--- src/rtl/sfd_pkg.sv ---
// Shared types and constants for the serial frame decoder.
// No dependencies; imported by the decoder and the checker.
`timescale 1ns / 1ps
`default_nettype none

package sfd_pkg;

  // Frame start marker
  localparam logic [7:0] START_BYTE = 8'hFE;

  // Result kinds
  localparam logic [1:0] KIND_PAYLOAD  = 2'd0;
  localparam logic [1:0] KIND_SUM_GOOD = 2'd1;
  localparam logic [1:0] KIND_SUM_BAD  = 2'd2;

  // One result word
  typedef struct packed {
    logic [1:0]  kind;
    logic [15:0] function_code;
    logic [15:0] payload_length;
    logic [15:0] byte_index;
    logic [7:0]  payload_byte;
    logic        frame_last;
  } sfd_result_t;

endpackage

`default_nettype wire

--- src/rtl/sfd_if.sv ---
// Valid/ready channel interfaces for the serial frame decoder.
// Input channel carries received bytes, result channel carries decoded words.
`timescale 1ns / 1ps
`default_nettype none

interface sfd_in_if;
  logic       valid;
  logic       ready;
  logic [7:0] rx_byte;

  modport source (output valid, output rx_byte, input ready);
  modport sink (input valid, input rx_byte, output ready);
endinterface

interface sfd_out_if;
  logic        valid;
  logic        ready;
  logic [1:0]  kind;
  logic [15:0] function_code;
  logic [15:0] payload_length;
  logic [15:0] byte_index;
  logic [7:0]  payload_byte;
  logic        frame_last;

  modport source (
    output valid, output kind, output function_code, output payload_length,
    output byte_index, output payload_byte, output frame_last, input ready
  );
  modport sink (
    input valid, input kind, input function_code, input payload_length,
    input byte_index, input payload_byte, input frame_last, output ready
  );
endinterface

`default_nettype wire

--- src/rtl/serial_frame_decoder.sv ---
// Serial frame decoder top level: frame parser, output register and skid stage.
// Depends on sfd_pkg and the channel interfaces in sfd_if.sv.
`timescale 1ns / 1ps
`default_nettype none

// Takes one received byte per clock and parses frames of the form 0xFE,
// function code (MSB first), payload length (MSB first), payload, checksum.
// Each payload byte leaves as one word with its index; the checksum byte
// yields one frame-end word whose kind tells whether the XOR of all bytes from
// the start byte through the last payload byte matched. Bytes outside a frame
// are dropped silently. A byte is taken every cycle while the skid stage is
// empty; its result is registered in the output register, or in the skid stage
// if the output stalls. The rate is set by the parse phase and running XOR.
// A stalled result sits in the output register while one more word fills the
// skid stage, after which input is held off until the result side drains.
module serial_frame_decoder (
  input  logic        clk,
  input  logic        rst_n,
  sfd_in_if.sink      in_ch,
  sfd_out_if.source   out_ch
);
  import sfd_pkg::*;

  typedef enum logic [2:0] {
    PH_WAIT,
    PH_FMSB,
    PH_FLSB,
    PH_LMSB,
    PH_LLSB,
    PH_DATA,
    PH_CSUM
  } phase_t;

  phase_t      phase_r, phase_nxt;
  logic [15:0] function_r, function_nxt;
  logic [15:0] length_r, length_nxt;
  logic [15:0] count_r, count_nxt;
  logic [7:0]  xor_r, xor_nxt;

  sfd_result_t out_r, out_nxt;
  logic        out_valid_r, out_valid_nxt;
  sfd_result_t skid_r, skid_nxt;
  logic        skid_valid_r, skid_valid_nxt;

  sfd_result_t res;
  logic        res_valid;
  logic        in_fire;
  logic [7:0]  rx;
  logic [15:0] count_inc;
  logic [15:0] length_new;

  // Accept whenever the skid stage has room
  assign in_ch.ready = !skid_valid_r;
  assign in_fire     = in_ch.valid && !skid_valid_r;
  assign rx          = in_ch.rx_byte;
  assign count_inc   = count_r + 16'd1;
  assign length_new  = {length_r[15:8], rx};

  // Parse one byte: advance phase, fold into XOR, build result word
  always_comb begin
    phase_nxt    = phase_r;
    function_nxt = function_r;
    length_nxt   = length_r;
    count_nxt    = count_r;
    xor_nxt      = xor_r;
    res_valid    = 1'b0;
    res.kind           = KIND_PAYLOAD;
    res.function_code  = function_r;
    res.payload_length = length_r;
    res.byte_index     = count_r;
    res.payload_byte   = rx;
    res.frame_last     = 1'b0;
    if (in_fire) begin
      unique case (phase_r)
        PH_WAIT: begin
          if (rx == START_BYTE) begin
            xor_nxt   = START_BYTE;
            count_nxt = 16'd0;
            phase_nxt = PH_FMSB;
          end
        end
        PH_FMSB: begin
          function_nxt = {rx, 8'd0};
          xor_nxt      = xor_r ^ rx;
          phase_nxt    = PH_FLSB;
        end
        PH_FLSB: begin
          function_nxt = {function_r[15:8], rx};
          xor_nxt      = xor_r ^ rx;
          phase_nxt    = PH_LMSB;
        end
        PH_LMSB: begin
          length_nxt = {rx, 8'd0};
          xor_nxt    = xor_r ^ rx;
          phase_nxt  = PH_LLSB;
        end
        PH_LLSB: begin
          length_nxt = length_new;
          xor_nxt    = xor_r ^ rx;
          count_nxt  = 16'd0;
          phase_nxt  = (length_new == 16'd0) ? PH_CSUM : PH_DATA;
        end
        PH_DATA: begin
          res_valid = 1'b1;
          xor_nxt   = xor_r ^ rx;
          count_nxt = count_inc;
          if (count_inc >= length_r) begin
            count_nxt = 16'd0;
            phase_nxt = PH_CSUM;
          end
        end
        PH_CSUM: begin
          res_valid        = 1'b1;
          res.kind         = (xor_r == rx) ? KIND_SUM_GOOD : KIND_SUM_BAD;
          res.byte_index   = 16'd0;
          res.payload_byte = 8'd0;
          res.frame_last   = 1'b1;
          phase_nxt        = PH_WAIT;
        end
        default: begin
          phase_nxt = PH_WAIT;
        end
      endcase
    end
  end

  // Steer results through the output register and skid stage
  always_comb begin
    out_nxt        = out_r;
    out_valid_nxt  = out_valid_r;
    skid_nxt       = skid_r;
    skid_valid_nxt = skid_valid_r;
    if (out_valid_r && !out_ch.ready) begin
      if (res_valid) begin
        skid_nxt       = res;
        skid_valid_nxt = 1'b1;
      end
    end else if (skid_valid_r) begin
      out_nxt        = skid_r;
      out_valid_nxt  = 1'b1;
      skid_nxt       = res;
      skid_valid_nxt = res_valid;
    end else begin
      out_nxt       = res;
      out_valid_nxt = res_valid;
    end
  end

  // Hold parse state and output registers
  always_ff @(posedge clk) begin
    if (!rst_n) begin
      phase_r      <= PH_WAIT;
      function_r   <= 16'd0;
      length_r     <= 16'd0;
      count_r      <= 16'd0;
      xor_r        <= 8'd0;
      out_valid_r  <= 1'b0;
      skid_valid_r <= 1'b0;
    end else begin
      phase_r      <= phase_nxt;
      function_r   <= function_nxt;
      length_r     <= length_nxt;
      count_r      <= count_nxt;
      xor_r        <= xor_nxt;
      out_valid_r  <= out_valid_nxt;
      skid_valid_r <= skid_valid_nxt;
    end
    out_r  <= out_nxt;
    skid_r <= skid_nxt;
  end

  // Drive the result channel
  assign out_ch.valid          = out_valid_r;
  assign out_ch.kind           = out_r.kind;
  assign out_ch.function_code  = out_r.function_code;
  assign out_ch.payload_length = out_r.payload_length;
  assign out_ch.byte_index     = out_r.byte_index;
  assign out_ch.payload_byte   = out_r.payload_byte;
  assign out_ch.frame_last     = out_r.frame_last;

endmodule

`default_nettype wire

--- src/flat_wrapper.sv ---
// flat-port wrapper written by rule: the top's interface ports become plain ports
module serial_frame_decoder_flat import sfd_pkg::*;
  (clk, rst_n, in_ch_valid, in_ch_rx_byte, in_ch_ready, out_ch_valid, out_ch_kind, out_ch_function_code, out_ch_payload_length, out_ch_byte_index, out_ch_payload_byte, out_ch_frame_last, out_ch_ready);
  sfd_in_if in_ch_i ();
  sfd_out_if out_ch_i ();
  input  logic clk;
  input  logic rst_n;
  input wire logic [$bits(in_ch_i.valid)-1:0] in_ch_valid;
  input wire logic [$bits(in_ch_i.rx_byte)-1:0] in_ch_rx_byte;
  output wire logic [$bits(in_ch_i.ready)-1:0] in_ch_ready;
  output wire logic [$bits(out_ch_i.valid)-1:0] out_ch_valid;
  output wire logic [$bits(out_ch_i.kind)-1:0] out_ch_kind;
  output wire logic [$bits(out_ch_i.function_code)-1:0] out_ch_function_code;
  output wire logic [$bits(out_ch_i.payload_length)-1:0] out_ch_payload_length;
  output wire logic [$bits(out_ch_i.byte_index)-1:0] out_ch_byte_index;
  output wire logic [$bits(out_ch_i.payload_byte)-1:0] out_ch_payload_byte;
  output wire logic [$bits(out_ch_i.frame_last)-1:0] out_ch_frame_last;
  input wire logic [$bits(out_ch_i.ready)-1:0] out_ch_ready;
  assign in_ch_i.valid = in_ch_valid;
  assign in_ch_i.rx_byte = in_ch_rx_byte;
  assign in_ch_ready = in_ch_i.ready;
  assign out_ch_valid = out_ch_i.valid;
  assign out_ch_kind = out_ch_i.kind;
  assign out_ch_function_code = out_ch_i.function_code;
  assign out_ch_payload_length = out_ch_i.payload_length;
  assign out_ch_byte_index = out_ch_i.byte_index;
  assign out_ch_payload_byte = out_ch_i.payload_byte;
  assign out_ch_frame_last = out_ch_i.frame_last;
  assign out_ch_i.ready = out_ch_ready;
  serial_frame_decoder u_core (.clk(clk), .rst_n(rst_n), .in_ch(in_ch_i), .out_ch(out_ch_i));
endmodule
--- config.mk ---
export PLATFORM = sky130hd
export DESIGN_NAME = serial_frame_decoder_flat
export DESIGN_NICKNAME = d
export VERILOG_FILES = /design/src/rtl/sfd_pkg.sv /design/src/rtl/sfd_if.sv /design/src/rtl/serial_frame_decoder.sv /design/src/flat_wrapper.sv
export SDC_FILE = /design/constraint.sdc
export NUM_CORES = 1
export LEC_CHECK = 0
export BUFFER_PORTS_ARGS = -buffer_cell sky130_fd_sc_hd__clkbuf_2
export CORE_ASPECT_RATIO = 2
export CORE_MARGIN = 3
export CORE_UTILIZATION = 58
export DETAILED_ROUTE_END_ITERATION = 10
export MAX_ROUTING_LAYER = met4
export PLACE_DENSITY = 0.78
export SYNTH_ARGS = -nofsm -noshare
export SYNTH_HDL_FRONTEND = slang
export SYNTH_SLANG_ARGS = --single-unit
--- constraint.sdc ---
create_clock -name clk -period 7.5 [get_ports clk]
set_input_delay 1.5 -clock clk [delete_from_list [all_inputs] [get_ports clk]]
set_output_delay 1.5 -clock clk [all_outputs]
set_load 0.01 [all_outputs]
==> results.cfg <==
[worst_setup_path]
crit_slowest_cell = a22oi_1
worstPathArrival_ps = 4000
crit_buf_inv = 1
crit_chain = ha_1 -> and3_1 -> and4_1 -> and4_1 -> xor2_1 -> ha_1 -> nand4_1 -> inv_1 -> a22oi_1 -> and3_1 -> a22o_1
worstSetupStartpointType = flip-flop
path_class = flip-flop to flip-flop
r2r_cells = 11
required_ps = 7870
cp-end-kind = flip-flop
cpLargestDelayFamily = simple AND/OR/NAND/NOR gates
critPathMaxStageDelay_ps = 660
crit_fanout = 11
cp.depth = 11

[final_layout]
multiInputGateArea_sq_um = 2770
area_growth_pct = 12.9
fin_cells = 859
fillers = 945
drive_gt1_share_pct = 25.7
ff_latch_area_sq_um = 4770
layout.nets = 723
diodes = 0

[synthesis]
ys_types = 62
syn-num-nets = 670
syn_inst = 641
synth_common_cells = 118 x edfxtp_1, 61 x dfxtp_1, 58 x nand2_1, 41 x mux2_2, 38 x o21ai_0
synth_edf_count = 118
postSynth.asyncResetShare_pct = 0
ys.flop_type = edfxtp_1
yosys_warnings = 0
synth_area_leaders = edfxtp_1 45%, dfxtp_1 16%, mux2_2 5.9%
synth-seq-area-share_pct = 60.6
ys_seq_elements = 179
synth_top_area_cell = edfxtp_1
synth_most_common_cell = edfxtp_1
yosysTopAreaCellShare_pct = 45.1
avgSynthCellArea_sq_um = 12.3
syn_area_sq_um = 7860

[floorplanning]
fp-row-count = 59
pin_count = 73
dieArea_sq_um = 15100
core_sq_um = 13100
die_w_um = 88.3
initial_core_util_pct = 59.8
die-height_um = 171

[flow_run]
drv_cap = 0

[sta]
timing.final.crit_share_pct = 48.5
min_period_ps = 3640
rsz0062_at_grt = no
timing.fmax_mhz = 275
fin_skew_ps = 11.2
fin_tns_setup_ps = 0
finalSetupViolCount = 0
hold_viol_final = 0
tightest_slew_ps = 1050
slew_violations = 0
slew_headroom_pct = 29.8

[routing]
wl_per_cell_um = 19.1
vias = 5162
drtIter0Drc = 316
drc = 0
dr.pass1.iters = 5
totalWireLength_um = 16400
ant_nets = 0
vias_per_cell = 6.01

[status]
status = finished, final reports clean

[placed_design]
gp_congestion = 0.869
port_buffers = 72
dp_hpwl_um = 11100
dp_cells = 827

[global_routing]
first_global_vias = 5254
gr-usage-all-layers_pct = 23.7
grt_pass1_wl_um = 26500
grt.overflow.total = 0
antenna_found_initial = 0
grt_start_max_net_pins = 60

[pwr]
power_mw = 2.01
p_leak_nw = 3.46
ir_worst_vdd_mv = 0.157
p_per_area_nw_per_um2 = 226

[clock_network]
clk_latency_ps = 430
ctsLongestPathBuffers = 2
cts.sinks = 179
cts_tree = yes
cts_made_buffers = 17
postCtsHoldBufs = 0
cts_resized = 0
htreeDepth = 4
clk_pin_slew_worst_paths_ps = 70
post-cts-setup-buffers = 0
cts_root_buf = clkbuf_16

[hold_path]
whs_path_depth = 0
hold_class = flip-flop to flip-flop
## kinds of logic (layout without fill, tap and decap cells)
group,Yosys count,count (layout),synth area share [%]
multiplexers,43,43,6.13
AO/OA/AOI/OAI,115,115,9.56
flip-flops,179,179,60.6
AND/OR/NAND/NOR,194,194,14.4
adder cells (fa/ha/maj),17,17,2.71
XOR/XNOR,21,21,2.34
buffers and inverters,72,138,4.19
## area by class of cell
| type | instances | share of cell area (%) |
|---|---|---|
| sequential | 179 | 53.7 |
| multi-input combinational | 390 | 31.3 |
| clock buffer | 17 | 4.79 |
| timing repair buffer | 77 | 4.48 |
| clock inverter | 15 | 2.38 |
| tap | 152 | 2.14 |
| inverter | 29 | 1.23 |
## stage by stage
step / instance area (sq um) / hold WS [ps] / utilization, % / setup slack, ps
after floorplan: 7860 / 426 / - / 1020
after global placement: 8240 / 437 / 62.7 / 4000
after detailed placement: 8240 / 442 / 62.7 / 3950
after CTS: 8870 / 462 / 67.5 / 3920
after global routing: 8870 / 470 / 67.5 / 3670
final: 8870 / 458 / 67.5 / 3860
## cells in the final DEF, fill, tap and decap left out, types with 13 or more instances in the layout
master / count
nor2_1: 18
clkbuf_2: 72
o21ai_0: 37
nand4_1: 20
edfxtp_1: 118
dfxtp_1: 60
and2_4: 16
ha_1: 17
clkbuf_16: 17
inv_1: 26
mux2_2: 41
xnor2_1: 15
a21oi_1: 13
nand2_1: 58
a22oi_1: 17
nor2b_1: 29
## registers in the layout, indices dropped and copies added (netlist names)
name and flops:
u_core.phase_r 3, u_core.xor_r 8, u_core.out_ch.valid 1, u_core.out_ch.frame_last 1, u_core.length_r 16, u_core.out_ch.function_code 16, u_core.out_ch.kind 2, u_core.out_ch.byte_index 16
u_core.out_ch.payload_byte 8, u_core.skid_r 59, u_core.function_r 16, u_core.count_r 16, u_core.skid_valid_r 1, u_core.out_ch.payload_length 16
## final timing paths
path                            slack, ps            startpoint                 to
worst min register to register        460  u_core.function_r[3]  u_core.skid_r[44]
worst max register to register       3860     u_core.count_r[0]  u_core.count_r[3]
worst max-delay path                 3860     u_core.count_r[0]  u_core.count_r[3]
worst min-delay path                  460  u_core.function_r[3]  u_core.skid_r[44]
## power by group
group	total, mW	leakage [nW]	internal, mW	switching, mW
Clock	0.927	0.310	0.514	0.413
Combinational	0.0356	1.42	0.0123	0.0233
Sequential	1.04	1.73	1.04	0.00103
## layer usage
metal / wire [um] / vias up / track usage, %
met3: 718 / 40 / 3.95
met4: 584 / 0 / 11.6
met1: 6000 / 2499 / 25.3
met5: 0 / - / -
li1: - / 2439 / -
met2: 9130 / 184 / 41.4
Power figures use the tool's default switching activity.
